[src/rtl/altitude_complementary_filter_unit_defines.svh]
// Assertion macros for the altitude filter RTL.
`ifndef ALTITUDE_COMPLEMENTARY_FILTER_UNIT_DEFINES_SVH
`define ALTITUDE_COMPLEMENTARY_FILTER_UNIT_DEFINES_SVH

`ifndef ASSERT_OFF

// General property, checked on every rising edge outside reset.
`define ACF_ASSERT(label, clk, rstn, prop, msg) \
    label: assert property (@(posedge clk) disable iff (!rstn) (prop)) else $error(msg);

// Condition in one cycle implies a consequence in the next cycle.
`define ACF_ASSERT_NEXT(label, clk, rstn, ante, cons, msg) \
    label: assert property (@(posedge clk) disable iff (!rstn) (ante) |=> (cons)) \
        else $error(msg);

`else

`define ACF_ASSERT(label, clk, rstn, prop, msg)
`define ACF_ASSERT_NEXT(label, clk, rstn, ante, cons, msg)

`endif

`endif

[src/rtl/acf_pkg.sv]
// Shared types, widths and constants of the altitude complementary filter.
`default_nettype none

package acf_pkg;

    // Operand and result widths of the serial multiply and round unit.
    localparam int A_W       = 34;            // signed multiplicand
    localparam int B_W       = 20;            // unsigned multiplier, one bit per cycle
    localparam int P_W       = A_W + B_W;     // full product
    localparam int N_W       = P_W + 1;       // product plus rounding offset
    localparam int SH_LO     = 12;
    localparam int SH_HI     = 16;
    localparam int Q_W       = N_W - SH_LO;   // widest rounded result
    localparam int SUM_W     = Q_W + 1;       // state value plus result
    localparam int REM_W     = 20;            // divisors are below 2^20
    localparam int DIV_PRE   = 19;            // leading dividend bits that never exceed a divisor
    localparam int DIV_ITER  = N_W - DIV_PRE; // quotient bits produced serially
    localparam int MUL_CNT_W = $clog2(B_W);
    localparam int DIV_CNT_W = $clog2(DIV_ITER);

    // Field widths.
    localparam int STATE_W     = 32;
    localparam int GAIN_W      = 16;
    localparam int ACCEL_W     = 16;
    localparam int DT_W        = 17;
    localparam int CMD_W       = 2;
    localparam int CFG_IDX_W   = 2;
    localparam int IN_TDATA_W  = 80;
    localparam int OUT_TDATA_W = 64;

    // Physical constants and limits.
    localparam logic [B_W-1:0]     GRAVITY_Q16   = B_W'(642689);
    localparam logic [STATE_W-1:0] DT_MAX_US     = STATE_W'(100000);
    localparam logic [DT_W-1:0]    DT_DEFAULT_US = DT_W'(10000);
    localparam logic [REM_W-1:0]   DIV_US_PER_S  = REM_W'(1000000);
    localparam logic [REM_W-1:0]   DIV_BARO_VEL  = REM_W'(655360);

    // Command codes.
    localparam logic [CMD_W-1:0] CMD_ACCEL = 2'd0;
    localparam logic [CMD_W-1:0] CMD_BARO  = 2'd1;
    localparam logic [CMD_W-1:0] CMD_GPS   = 2'd2;

    // Configuration register indexes.
    localparam logic [CFG_IDX_W-1:0] CFG_BARO_GAIN = 2'd0;
    localparam logic [CFG_IDX_W-1:0] CFG_BIAS_GAIN = 2'd1;
    localparam logic [CFG_IDX_W-1:0] CFG_GPS_GAIN  = 2'd2;

    // Rounding applied after the multiply.
    typedef enum logic [1:0] {
        RND_SH12,
        RND_SH16,
        RND_DIV_US,
        RND_DIV_BARO
    } t_rnd_mode;

    typedef enum logic [2:0] {
        MDU_IDLE,
        MDU_MUL,
        MDU_RND,
        MDU_DIV,
        MDU_FIX,
        MDU_DONE
    } t_mdu_state;

    typedef enum logic [3:0] {
        ST_IDLE,
        ST_ACC,
        ST_ALT,
        ST_VEL,
        ST_BALT,
        ST_BVEL,
        ST_BBIAS,
        ST_GPS,
        ST_DONE
    } t_acf_state;

    // Request to the multiply and round unit.
    typedef struct packed {
        logic                   start;
        t_rnd_mode              mode;
        logic signed [A_W-1:0]  a;
        logic        [B_W-1:0]  b;
    } t_mdu_req;

    // Response from the multiply and round unit.
    typedef struct packed {
        logic                   done;
        logic signed [Q_W-1:0]  q;
    } t_mdu_rsp;

    // Clamp a widened sum to the signed 32-bit range.
    function automatic logic signed [STATE_W-1:0] sat32(input logic signed [SUM_W-1:0] x);
        logic signed [STATE_W-1:0] res;
        if (x[SUM_W-1:STATE_W-1] == {(SUM_W-STATE_W+1){x[SUM_W-1]}}) begin
            res = x[STATE_W-1:0];
        end else if (x[SUM_W-1]) begin
            res = {1'b1, {(STATE_W-1){1'b0}}};
        end else begin
            res = {1'b0, {(STATE_W-1){1'b1}}};
        end
        return res;
    endfunction

endpackage

`default_nettype wire

[src/rtl/acf_mdu.sv]
// Serial multiply and round unit: one multiplier bit, then one quotient bit per cycle.
`default_nettype none

module acf_mdu (
    input  wire logic              i_clk,
    input  wire logic              i_rst_n,
    input  wire acf_pkg::t_mdu_req i_req,
    output acf_pkg::t_mdu_rsp      o_rsp
);
    import acf_pkg::*;

    t_mdu_state                r_state;
    t_mdu_state                n_state;
    t_rnd_mode                 r_mode;
    logic signed [A_W-1:0]     r_a;
    logic        [B_W-1:0]     r_b;
    logic signed [P_W-1:0]     r_acc;
    logic [MUL_CNT_W-1:0]      r_mul_cnt;
    logic [DIV_CNT_W-1:0]      r_div_cnt;
    logic                      r_neg;
    logic [REM_W-1:0]          r_rem;
    logic [DIV_ITER-1:0]       r_dvd;
    logic signed [Q_W-1:0]     r_q;

    logic signed [P_W-1:0]     w_addend;
    logic signed [P_W-1:0]     w_acc_next;
    logic signed [N_W-1:0]     w_half;
    logic signed [N_W-1:0]     w_n;
    logic        [N_W-1:0]     w_mag;
    logic        [REM_W-1:0]   w_divisor;
    logic        [REM_W:0]     w_part;
    logic        [REM_W:0]     w_diff;
    logic                      w_ge;
    logic signed [Q_W-1:0]     w_q_sh12;
    logic signed [Q_W-1:0]     w_q_sh16;
    logic        [Q_W-1:0]     w_qmag;
    logic signed [Q_W-1:0]     w_q_fix;

    // Shift-and-add step, multiplier taken MSB first.
    assign w_addend   = r_b[B_W-1] ? {{(P_W-A_W){r_a[A_W-1]}}, r_a} : '0;
    assign w_acc_next = (r_acc <<< 1) + w_addend;

    // Rounding offset and divisor by mode.
    always_comb begin
        case (r_mode)
            RND_SH12: begin
                w_half    = N_W'(2048);
                w_divisor = DIV_US_PER_S;
            end
            RND_SH16: begin
                w_half    = N_W'(32768);
                w_divisor = DIV_US_PER_S;
            end
            RND_DIV_US: begin
                w_half    = N_W'(500000);
                w_divisor = DIV_US_PER_S;
            end
            RND_DIV_BARO: begin
                w_half    = N_W'(327680);
                w_divisor = DIV_BARO_VEL;
            end
            default: begin
                w_half    = '0;
                w_divisor = DIV_US_PER_S;
            end
        endcase
    end

    // Offset product and its magnitude for the floor division.
    assign w_n   = $signed({r_acc[P_W-1], r_acc}) + w_half;
    assign w_mag = w_n[N_W-1] ? N_W'(-w_n) : w_n;

    // Power-of-two rounding is an arithmetic shift.
    assign w_q_sh12 = w_n[N_W-1:SH_LO];
    assign w_q_sh16 = {{(SH_HI-SH_LO){w_n[N_W-1]}}, w_n[N_W-1:SH_HI]};

    // Restoring division step.
    assign w_part = {r_rem, r_dvd[DIV_ITER-1]};
    assign w_ge   = (w_part >= {1'b0, w_divisor});
    assign w_diff = w_part - {1'b0, w_divisor};

    // Floor of a negative dividend rounds the magnitude up when a remainder is left.
    assign w_qmag  = {{(Q_W-DIV_ITER){1'b0}}, r_dvd};
    assign w_q_fix = r_neg ? $signed(-(w_qmag + Q_W'(r_rem != '0))) : $signed(w_qmag);

    // Next-state logic.
    always_comb begin
        n_state = r_state;
        case (r_state)
            MDU_IDLE: begin
                if (i_req.start) begin
                    n_state = MDU_MUL;
                end
            end
            MDU_MUL: begin
                if (r_mul_cnt == MUL_CNT_W'(B_W - 1)) begin
                    n_state = MDU_RND;
                end
            end
            MDU_RND: begin
                if (r_mode == RND_SH12 || r_mode == RND_SH16) begin
                    n_state = MDU_DONE;
                end else begin
                    n_state = MDU_DIV;
                end
            end
            MDU_DIV: begin
                if (r_div_cnt == DIV_CNT_W'(DIV_ITER - 1)) begin
                    n_state = MDU_FIX;
                end
            end
            MDU_FIX:  n_state = MDU_DONE;
            MDU_DONE: n_state = MDU_IDLE;
            default:  n_state = MDU_IDLE;
        endcase
    end

    // Outputs.
    always_comb begin
        o_rsp.done = (r_state == MDU_DONE);
        o_rsp.q    = r_q;
    end

    // State register.
    always_ff @(posedge i_clk) begin
        if (!i_rst_n) begin
            r_state <= MDU_IDLE;
        end else begin
            r_state <= n_state;
        end
    end

    // Datapath registers.
    always_ff @(posedge i_clk) begin
        case (r_state)
            MDU_IDLE: begin
                if (i_req.start) begin
                    r_a       <= i_req.a;
                    r_b       <= i_req.b;
                    r_mode    <= i_req.mode;
                    r_acc     <= '0;
                    r_mul_cnt <= '0;
                end
            end
            MDU_MUL: begin
                r_acc     <= w_acc_next;
                r_b       <= {r_b[B_W-2:0], 1'b0};
                r_mul_cnt <= r_mul_cnt + 1'b1;
            end
            MDU_RND: begin
                if (r_mode == RND_SH12) begin
                    r_q <= w_q_sh12;
                end else if (r_mode == RND_SH16) begin
                    r_q <= w_q_sh16;
                end else begin
                    r_neg     <= w_n[N_W-1];
                    r_rem     <= {{(REM_W-DIV_PRE){1'b0}}, w_mag[N_W-1 -: DIV_PRE]};
                    r_dvd     <= w_mag[DIV_ITER-1:0];
                    r_div_cnt <= '0;
                end
            end
            MDU_DIV: begin
                r_rem     <= w_ge ? w_diff[REM_W-1:0] : w_part[REM_W-1:0];
                r_dvd     <= {r_dvd[DIV_ITER-2:0], w_ge};
                r_div_cnt <= r_div_cnt + 1'b1;
            end
            MDU_FIX: begin
                r_q <= w_q_fix;
            end
            default: begin
            end
        endcase
    end

endmodule

`default_nettype wire

[src/rtl/altitude_complementary_filter_unit.sv]
// Top level of the vertical complementary-filter altitude estimator.
`default_nettype none

// The estimator takes one word at a time and returns one result word per input word,
// carrying the altitude and vertical velocity after the update and the GPS anchor flag.
// Every product runs through a single serial multiply and round unit that handles one
// multiplier bit per cycle and, where a divide by 1000000 or 655360 is needed, one
// quotient bit per cycle. An accel word takes one shift-rounded and two divided products,
// a baro word two shift-rounded and one divided, a GPS word after anchoring one
// shift-rounded product, and the first GPS word or an unused command none. A finished
// result waits in an output register, so the next input word is taken while it is still
// unread. Gain registers may be written only while the block is idle.

`include "altitude_complementary_filter_unit_defines.svh"

module altitude_complementary_filter_unit (
    input  wire logic                              i_clk,
    input  wire logic                              i_rst_n,
    // Input stream.
    input  wire logic                              s_axis_tvalid,
    output logic                                   s_axis_tready,
    // tdata: accel_g [15:0], timestamp_us [47:16], measured_altitude [79:48]
    input  wire logic [acf_pkg::IN_TDATA_W-1:0]    s_axis_tdata,
    // tuser: command [1:0]
    input  wire logic [acf_pkg::CMD_W-1:0]         s_axis_tuser,
    // Result stream.
    output logic                                   m_axis_tvalid,
    input  wire logic                              m_axis_tready,
    // tdata: altitude_estimate [31:0], vertical_velocity [63:32]
    output logic [acf_pkg::OUT_TDATA_W-1:0]        m_axis_tdata,
    // tuser: altitude_anchored [0]
    output logic [0:0]                             m_axis_tuser,
    // Configuration write channel.
    input  wire logic                              i_cfg_valid,
    output logic                                   o_cfg_ready,
    input  wire logic [acf_pkg::CFG_IDX_W-1:0]     i_cfg_index,
    input  wire logic [acf_pkg::GAIN_W-1:0]        i_cfg_data
);
    import acf_pkg::*;

    // Gains.
    logic [GAIN_W-1:0]           r_baro_gain;
    logic [GAIN_W-1:0]           r_bias_gain;
    logic [GAIN_W-1:0]           r_gps_gain;

    // Filter state.
    logic [STATE_W-1:0]          r_last_time;
    logic signed [STATE_W-1:0]   r_alt;
    logic signed [STATE_W-1:0]   r_vel;
    logic signed [STATE_W-1:0]   r_abias;
    logic signed [STATE_W-1:0]   r_bbias;
    logic                        r_anch;

    // Sequencer.
    t_acf_state                  r_state;
    t_acf_state                  n_state;
    logic                        r_go;
    logic                        n_go;

    // Per-item operands.
    logic signed [A_W-1:0]       r_opnd;
    logic signed [A_W-1:0]       r_lin;
    logic [DT_W-1:0]             r_dt;

    // Output register.
    logic                        r_out_valid;
    logic signed [STATE_W-1:0]   r_out_alt;
    logic signed [STATE_W-1:0]   r_out_vel;
    logic                        r_out_anch;

    t_mdu_req                    w_req;
    t_mdu_rsp                    w_rsp;

    logic                        w_in_acc;
    logic [CMD_W-1:0]            w_cmd;
    logic signed [ACCEL_W-1:0]   w_accel_g;
    logic [STATE_W-1:0]          w_ts;
    logic signed [STATE_W-1:0]   w_meas;
    logic [STATE_W-1:0]          w_elapsed;
    logic [DT_W-1:0]             w_dt;
    logic signed [A_W-1:0]       w_opnd;
    logic signed [SUM_W-1:0]     w_q_ext;
    logic signed [SUM_W-1:0]     w_lin_full;
    logic signed [STATE_W-1:0]   w_base;
    logic                        w_sub;
    logic signed [SUM_W-1:0]     w_sum;
    logic signed [STATE_W-1:0]   w_sat;
    logic                        w_out_load;

    // Input word unpacking.
    assign w_in_acc  = s_axis_tvalid && s_axis_tready;
    assign w_cmd     = s_axis_tuser;
    assign w_accel_g = s_axis_tdata[15:0];
    assign w_ts      = s_axis_tdata[47:16];
    assign w_meas    = s_axis_tdata[79:48];

    // Elapsed time, replaced by the default when zero or too long.
    assign w_elapsed = w_ts - r_last_time;
    assign w_dt = (w_elapsed == '0 || w_elapsed > DT_MAX_US) ? DT_DEFAULT_US
                                                              : w_elapsed[DT_W-1:0];

    // Operand kept for the item: accel sample, baro error or GPS error.
    always_comb begin
        case (w_cmd)
            CMD_ACCEL: w_opnd = {{(A_W-ACCEL_W){w_accel_g[ACCEL_W-1]}}, w_accel_g};
            CMD_BARO:  w_opnd = {{(A_W-STATE_W){w_meas[STATE_W-1]}}, w_meas}
                              - {{(A_W-STATE_W){r_bbias[STATE_W-1]}}, r_bbias}
                              - {{(A_W-STATE_W){r_alt[STATE_W-1]}}, r_alt};
            CMD_GPS:   w_opnd = {{(A_W-STATE_W){w_meas[STATE_W-1]}}, w_meas}
                              - {{(A_W-STATE_W){r_alt[STATE_W-1]}}, r_alt};
            default:   w_opnd = '0;
        endcase
    end

    // Linear acceleration from the rounded product.
    assign w_q_ext    = {w_rsp.q[Q_W-1], w_rsp.q};
    assign w_lin_full = w_q_ext - SUM_W'(GRAVITY_Q16)
                        - {{(SUM_W-STATE_W){r_abias[STATE_W-1]}}, r_abias};

    // Saturating state update for the operation that just finished.
    always_comb begin
        case (r_state)
            ST_ALT, ST_BALT: begin
                w_base = r_alt;
                w_sub  = 1'b0;
            end
            ST_VEL, ST_BVEL: begin
                w_base = r_vel;
                w_sub  = 1'b0;
            end
            ST_BBIAS: begin
                w_base = r_abias;
                w_sub  = 1'b1;
            end
            ST_GPS: begin
                w_base = r_bbias;
                w_sub  = 1'b1;
            end
            default: begin
                w_base = r_alt;
                w_sub  = 1'b0;
            end
        endcase
    end

    assign w_sum = w_sub ? {{(SUM_W-STATE_W){w_base[STATE_W-1]}}, w_base} - w_q_ext
                         : {{(SUM_W-STATE_W){w_base[STATE_W-1]}}, w_base} + w_q_ext;
    assign w_sat = sat32(w_sum);

    assign w_out_load = (r_state == ST_DONE) && (!r_out_valid || m_axis_tready);

    // Next-state logic.
    always_comb begin
        n_state = r_state;
        case (r_state)
            ST_IDLE: begin
                if (w_in_acc) begin
                    case (w_cmd)
                        CMD_ACCEL: n_state = ST_ACC;
                        CMD_BARO:  n_state = ST_BALT;
                        CMD_GPS:   n_state = r_anch ? ST_GPS : ST_DONE;
                        default:   n_state = ST_DONE;
                    endcase
                end
            end
            ST_ACC:   if (w_rsp.done) n_state = ST_ALT;
            ST_ALT:   if (w_rsp.done) n_state = ST_VEL;
            ST_VEL:   if (w_rsp.done) n_state = ST_DONE;
            ST_BALT:  if (w_rsp.done) n_state = ST_BVEL;
            ST_BVEL:  if (w_rsp.done) n_state = ST_BBIAS;
            ST_BBIAS: if (w_rsp.done) n_state = ST_DONE;
            ST_GPS:   if (w_rsp.done) n_state = ST_DONE;
            ST_DONE: begin
                if (w_out_load) begin
                    n_state = ST_IDLE;
                end
            end
            default: n_state = ST_IDLE;
        endcase
        // Launch the unit once on entering an arithmetic step.
        n_go = (n_state != r_state) && (n_state != ST_IDLE) && (n_state != ST_DONE);
    end

    // Outputs and unit request.
    always_comb begin
        s_axis_tready = (r_state == ST_IDLE);
        o_cfg_ready   = 1'b1;
        m_axis_tvalid = r_out_valid;
        m_axis_tdata  = {r_out_vel, r_out_alt};
        m_axis_tuser  = r_out_anch;
        w_req.start   = r_go;
        w_req.mode    = RND_SH16;
        w_req.a       = r_opnd;
        w_req.b       = {{(B_W-GAIN_W){1'b0}}, r_baro_gain};
        case (r_state)
            ST_ACC: begin
                w_req.mode = RND_SH12;
                w_req.b    = GRAVITY_Q16;
            end
            ST_ALT: begin
                w_req.mode = RND_DIV_US;
                w_req.a    = {{(A_W-STATE_W){r_vel[STATE_W-1]}}, r_vel};
                w_req.b    = {{(B_W-DT_W){1'b0}}, r_dt};
            end
            ST_VEL: begin
                w_req.mode = RND_DIV_US;
                w_req.a    = r_lin;
                w_req.b    = {{(B_W-DT_W){1'b0}}, r_dt};
            end
            ST_BVEL: begin
                w_req.mode = RND_DIV_BARO;
            end
            ST_BBIAS: begin
                w_req.b = {{(B_W-GAIN_W){1'b0}}, r_bias_gain};
            end
            ST_GPS: begin
                w_req.b = {{(B_W-GAIN_W){1'b0}}, r_gps_gain};
            end
            default: begin
            end
        endcase
    end

    acf_mdu u_mdu (
        .i_clk   (i_clk),
        .i_rst_n (i_rst_n),
        .i_req   (w_req),
        .o_rsp   (w_rsp)
    );

    // Sequencer, gains and filter state.
    always_ff @(posedge i_clk) begin
        if (!i_rst_n) begin
            r_state     <= ST_IDLE;
            r_go        <= 1'b0;
            r_out_valid <= 1'b0;
            r_baro_gain <= '0;
            r_bias_gain <= '0;
            r_gps_gain  <= '0;
            r_last_time <= '0;
            r_alt       <= '0;
            r_vel       <= '0;
            r_abias     <= '0;
            r_bbias     <= '0;
            r_anch      <= 1'b0;
        end else begin
            r_state <= n_state;
            r_go    <= n_go;

            if (w_out_load) begin
                r_out_valid <= 1'b1;
            end else if (m_axis_tready) begin
                r_out_valid <= 1'b0;
            end

            if (i_cfg_valid) begin
                case (i_cfg_index)
                    CFG_BARO_GAIN: r_baro_gain <= i_cfg_data;
                    CFG_BIAS_GAIN: r_bias_gain <= i_cfg_data;
                    CFG_GPS_GAIN:  r_gps_gain  <= i_cfg_data;
                    default: begin
                    end
                endcase
            end

            // Immediate updates on acceptance.
            if (w_in_acc) begin
                if (w_cmd == CMD_ACCEL) begin
                    r_last_time <= w_ts;
                end
                if (w_cmd == CMD_GPS && !r_anch) begin
                    r_alt   <= w_meas;
                    r_bbias <= '0;
                    r_anch  <= 1'b1;
                end
            end

            // Commit each finished product.
            if (w_rsp.done) begin
                case (r_state)
                    ST_ALT, ST_BALT: r_alt   <= w_sat;
                    ST_VEL, ST_BVEL: r_vel   <= w_sat;
                    ST_BBIAS:        r_abias <= w_sat;
                    ST_GPS:          r_bbias <= w_sat;
                    default: begin
                    end
                endcase
            end
        end
    end

    // Operand and result payload registers.
    always_ff @(posedge i_clk) begin
        if (w_in_acc) begin
            r_opnd <= w_opnd;
            r_dt   <= w_dt;
        end
        if (w_rsp.done && r_state == ST_ACC) begin
            r_lin <= w_lin_full[A_W-1:0];
        end
        if (w_out_load) begin
            r_out_alt  <= r_alt;
            r_out_vel  <= r_vel;
            r_out_anch <= r_anch;
        end
    end

    // Checks on the sequencing.
    `ACF_ASSERT_NEXT(a_one_item, i_clk, i_rst_n, s_axis_tvalid && s_axis_tready,
                     !s_axis_tready, "input word accepted while an item is in work")
    `ACF_ASSERT_NEXT(a_anchor_sticky, i_clk, i_rst_n, r_anch, r_anch,
                     "anchor flag cleared after GPS anchoring")
    `ACF_ASSERT(a_out_from_done, i_clk, i_rst_n,
                $rose(m_axis_tvalid) |-> $past(r_state == ST_DONE),
                "result word raised outside the done step")
    `ACF_ASSERT(a_done_in_step, i_clk, i_rst_n,
                w_rsp.done |-> (r_state != ST_IDLE && r_state != ST_DONE),
                "unit finished with no arithmetic step pending")

endmodule

`default_nettype wire

[config.mk]
export PLATFORM = sky130hd
export DESIGN_NAME = altitude_complementary_filter_unit
export DESIGN_NICKNAME = d
export VERILOG_FILES = /design/src/rtl/acf_pkg.sv /design/src/rtl/acf_mdu.sv /design/src/rtl/altitude_complementary_filter_unit.sv
export VERILOG_INCLUDE_DIRS = /design/src /design/src/rtl
export SDC_FILE = /design/constraint.sdc
export NUM_CORES = 2
export LEC_CHECK = 0
export ABC_AREA = 1
export BUFFER_PORTS_ARGS = -buffer_cell sky130_fd_sc_hd__buf_4
export CORE_UTILIZATION = 45
export CTS_BUF_LIST = sky130_fd_sc_hd__clkbuf_16
export CTS_CLUSTER_DIAMETER = 100
export CTS_CLUSTER_SIZE = 30
export DETAILED_ROUTE_END_ITERATION = 8
export PLACE_DENSITY = 0.66
export SETUP_SLACK_MARGIN = 0.3
export SLEW_MARGIN = 20
export SYNTH_ARGS = -nofsm -noshare
export SYNTH_HDL_FRONTEND = slang
export SYNTH_SLANG_ARGS = --single-unit
[constraint.sdc]
create_clock -name i_clk -period 7.1 [get_ports i_clk]
set_input_delay 1.065 -clock i_clk [delete_from_list [all_inputs] [get_ports i_clk]]
set_output_delay 1.065 -clock i_clk [all_outputs]
set_load 0.03 [all_outputs]
==> parameters.txt <==
Parameter                              Value

Yosys
  Warnings from Yosys ... 0
  Prevailing post-synth register cell ... sky130_fd_sc_hd__edfxtp_1
  Post-Syn Area per Cell ... 6.87 µm²
  Async SR Flop Fraction ... 0%
  Net count of the mapped netlist ... 7281
  Yosys cell types ... 59
  Netlist area before placement ... 47100 µm²
  Register area share after synthesis ... 32.9%
  Syn Inst Count ... 6854
  Yosys reg bits ... 589
  EDFF count, synth ... 371

Layout
  Area growth syn-to-layout ... 8.73%
  Count of fill cells added during filler insertion ... 10600
  Area of the multi-input gates ... 26800 µm²
  Final standard cell area without fillers ... 51200 µm²
  Leading cell type in the layout, fill and taps excluded ... sky130_fd_sc_hd__nand2_1
  Fraction of final layout cells with drive strength greater than 1 ... 5.23%
  NumNets Final ... 7353
  Area of all sequential standard cells ... 15500 µm²
  Most frequent cells in the layout ... sky130_fd_sc_hd__nand2_1, sky130_fd_sc_hd__inv_1, sky130_fd_sc_hd__nor2_1, sky130_fd_sc_hd__a21oi_1, sky130_fd_sc_hd__o21ai_0

Critical path
  Element type at the critical path end ... flip-flop
  Data arrival at the endpoint of the critical path ... 6.66 ns
  Delay of the slowest cell on the worst path ... 0.54 ns
  Worst path slowest cell ... sky130_fd_sc_hd__nor2_1
  Maximum fanout along the worst path ... 41
  Reg2Reg Launch Point ... r_state[2]
  Startpoint type of the worst setup path ... flip-flop
  Slack of the worst reg-to-reg path ... 1.02 ns
  Type of the worst setup path ... flip-flop to flip-flop
  Worst Path Required ... 7.67 ns
  Reg2Reg Depth ... 29
  Library cell appearing most often on the critical path ... sky130_fd_sc_hd__nand2_1
  Destination of the worst register-to-register timing path ... r_alt[4]

Floorplan
  DIE AREA ... 106000 µm²
  Vertical die dimension ... 326 µm
  Width of the die ... 326 µm
  Starting density of the core ... 45.5%
  Row count ... 118
  Num ports ... 173
  Core region area ... 104000 µm²

CTS
  Clock root buffer ... sky130_fd_sc_hd__clkbuf_16
  Clock tree from TritonCTS ... built
  Clock slew at the register clock pins of the worst setup and hold paths ... 0.12 ns
  Hold bufs inserted after CTS ... 0
  Post CTS Setup Buffer Count ... 0
  H-tree levels ... 2
  Latest clock arrival within the worst-skew pair ... 0.66 ns
  Post-CTS sizing ... 0
  Longest Clk Path Bufs ... 3
  Num Clock Sinks ... 589
  Cts bufs inserted ... 36

STA
  Clock Skew ... 0.0529 ns
  Final hold violation count ... 0
  Setup repair after global routing missed its margin ... false
  Count of final setup violators ... 0
  Post-route clock period utilization ... 85.7%
  Least-Margin Pin Slew ... 1.07 ns
  Maximum clock frequency ... 164 MHz
  Final Max Tran Viols ... 0
  Final critical path time including I/O delays and setup ... 6.08 ns
  Max transition margin ... 28.8%
  Aggregate negative setup slack ... 0 ns

Placed design
  Final weighted congestion in routability-driven placement ... 1.03
  Port Buffers ... 171
  Cell Area, Placed ... 49800 µm²
  Post-DP HPWL ... 137000 µm

Route
  Drt via density ... 5.64
  Total length of routed wires ... 173000 µm
  Via count ... 47000
  DR iter-0 viols ... 5290
  First drt pass iteration count ... 6
  DRC viols ... 0
  Wire per inst ... 20.8 µm
  Number of nets with antenna violations after routing ... 0

Global route
  Overall overflow remaining after global route ... 0
  Via count of the first global-routing pass ... 43800
  Busiest layer in global routing ... met2
  Largest net degree at the start of global routing ... 83
  Routing usage on met2 ... 50.4%
  GR Util met1 ... 43.3%
  Wire length of the first global-routing pass ... 261000 µm
  Total track usage ... 31.7%
  Met3 track utilization from global routing ... 3.93%
  Antenna violations before repair ... 3

Pwr
  Peak supply drop ... 0.000198 V
  Static Leakage ... 22.9 nW
  Areal power density over the cells ... 176 nW/µm²

Worst hold path
  Class of the tightest hold or removal check ... flip-flop to flip-flop
  Start point of the worst min-delay path ... r_gps_gain[4]
  Hold worst-path end ... r_gps_gain[4]
  Hold depth ... 2

Job
  Number of max-cap violations ... 0

Run status
  Result of the run ... finished clean
==> cell type report <==
type	count	area share [%]
inverters	1080	7.92
well taps	1380	3.37
clock buffers	38	1.86
multi-input cells	4996	52.4
diodes	1	0.00489
repair buffers	223	3.39
clock inverters	28	0.779
flip-flops and latches	589	30.3
==> through the flow <==
stage / hold slack (ns) / utilization [%] / worst slack (ns) / instances / total power, mW
final: 0.454 / 49.4 / 1.02 / 8335 / 9.00
after global routing: 0.480 / 49.4 / 0.357 / 8334 / 9.39
after CTS: 0.458 / 49.4 / 0.924 / 8332 / 8.98
after detailed placement: 0.438 / 48.1 / 0.939 / 8266 / 6.41
after global placement: 0.436 / 48.1 / 1.05 / 8266 / 6.40
after floorplan: 0.408 / - / 0.374 / 6854 / 5.62
==> worst max-delay path by stage <==
stage / depth (start not counted) / endpoint / startpoint / slack (ns)
after floorplan: 3 / u_mdu.r_acc[0] / u_mdu.r_state[0] / 0.37
after global placement: 34 / r_alt[2] / u_mdu.r_q[0] / 1.05
after detailed placement: 34 / r_alt[4] / u_mdu.r_q[0] / 0.94
after CTS: 34 / r_alt[4] / u_mdu.r_q[0] / 0.92
after global routing: 34 / r_abias[1] / u_mdu.r_q[0] / 0.36
final: 29 / r_alt[4] / r_state[2] / 1.02
==> routing by layer <==
metal  vias to the layer above  routed length, µm
met5                         -                 20
li1                      22800                  -
met1                     22000              75000
met3                       317              13000
met2                      1944              77400
met4                         2               7920
==> flip-flops by register name, indices dropped and copies added, names as in the netlist, 2 cells and up <==
register         cells
r_abias             32
r_alt               32
r_baro_gain         16
r_bbias             32
r_bias_gain         16
r_dt                17
r_gps_gain          16
r_last_time         32
r_lin               34
r_opnd              34
r_out_alt           32
r_out_vel           32
r_state              4
r_vel               32
u_mdu.r_a           34
u_mdu.r_acc         54
u_mdu.r_b           20
u_mdu.r_div_cnt      6
u_mdu.r_dvd         36
u_mdu.r_mode         2
u_mdu.r_mul_cnt      5
u_mdu.r_q           43
u_mdu.r_rem         20
u_mdu.r_state        3
==> worst max-delay path: cells and delay by family, from the launching register on <==
| family | cells | cell delay, ns |
|---|---|---|
| buf+inv | 6 | 1.19 |
| flops | 1 | 0.43 |
| fa+ha+maj | 1 | 0.36 |
| simple gates | 22 | 3.94 |
==> cells by family (layout without fill, tap and decap cells) <==
kind of cell,after synthesis,in the layout,share of synthesized area [%]
AO/OA/AOI/OAI,1419,1419,16.5
XOR/XNOR,236,236,4.39
adder cells (fa/ha/maj),322,322,9.14
buffers and inverters,1269,1369,10.3
flip-flops,589,589,32.9
multiplexers,1,1,0.0239
other,1,2,0.00796
AND/OR/NAND/NOR,3017,3017,26.7
==> Yosys cell counts (57+ instances only) <==
library cell               count  area (µm²)
sky130_fd_sc_hd__nand2_1    1602        6010
sky130_fd_sc_hd__inv_1      1066        4000
sky130_fd_sc_hd__nor2_1      650        2440
sky130_fd_sc_hd__a21oi_1     613        3070
sky130_fd_sc_hd__o21ai_0     512        2560
sky130_fd_sc_hd__nand3_1     491        2460
sky130_fd_sc_hd__edfxtp_1    371       11100
sky130_fd_sc_hd__ha_1        285        3570
sky130_fd_sc_hd__dfxtp_1     218        4360
sky130_fd_sc_hd__xor2_1      182        1590
sky130_fd_sc_hd__clkbuf_1    145         544
sky130_fd_sc_hd__nor3_1       91         455
sky130_fd_sc_hd__nand4_1      64         400
sky130_fd_sc_hd__o211ai_1     57         428
==> where the power goes <==
group          switching, mW  internal (mW)  total, mW
registers              0.139           3.86       4.00
logic                   1.68          0.725       2.40
clock network           1.50           1.09       2.59
No activity file was read; power rests on OpenSTA's default activity.
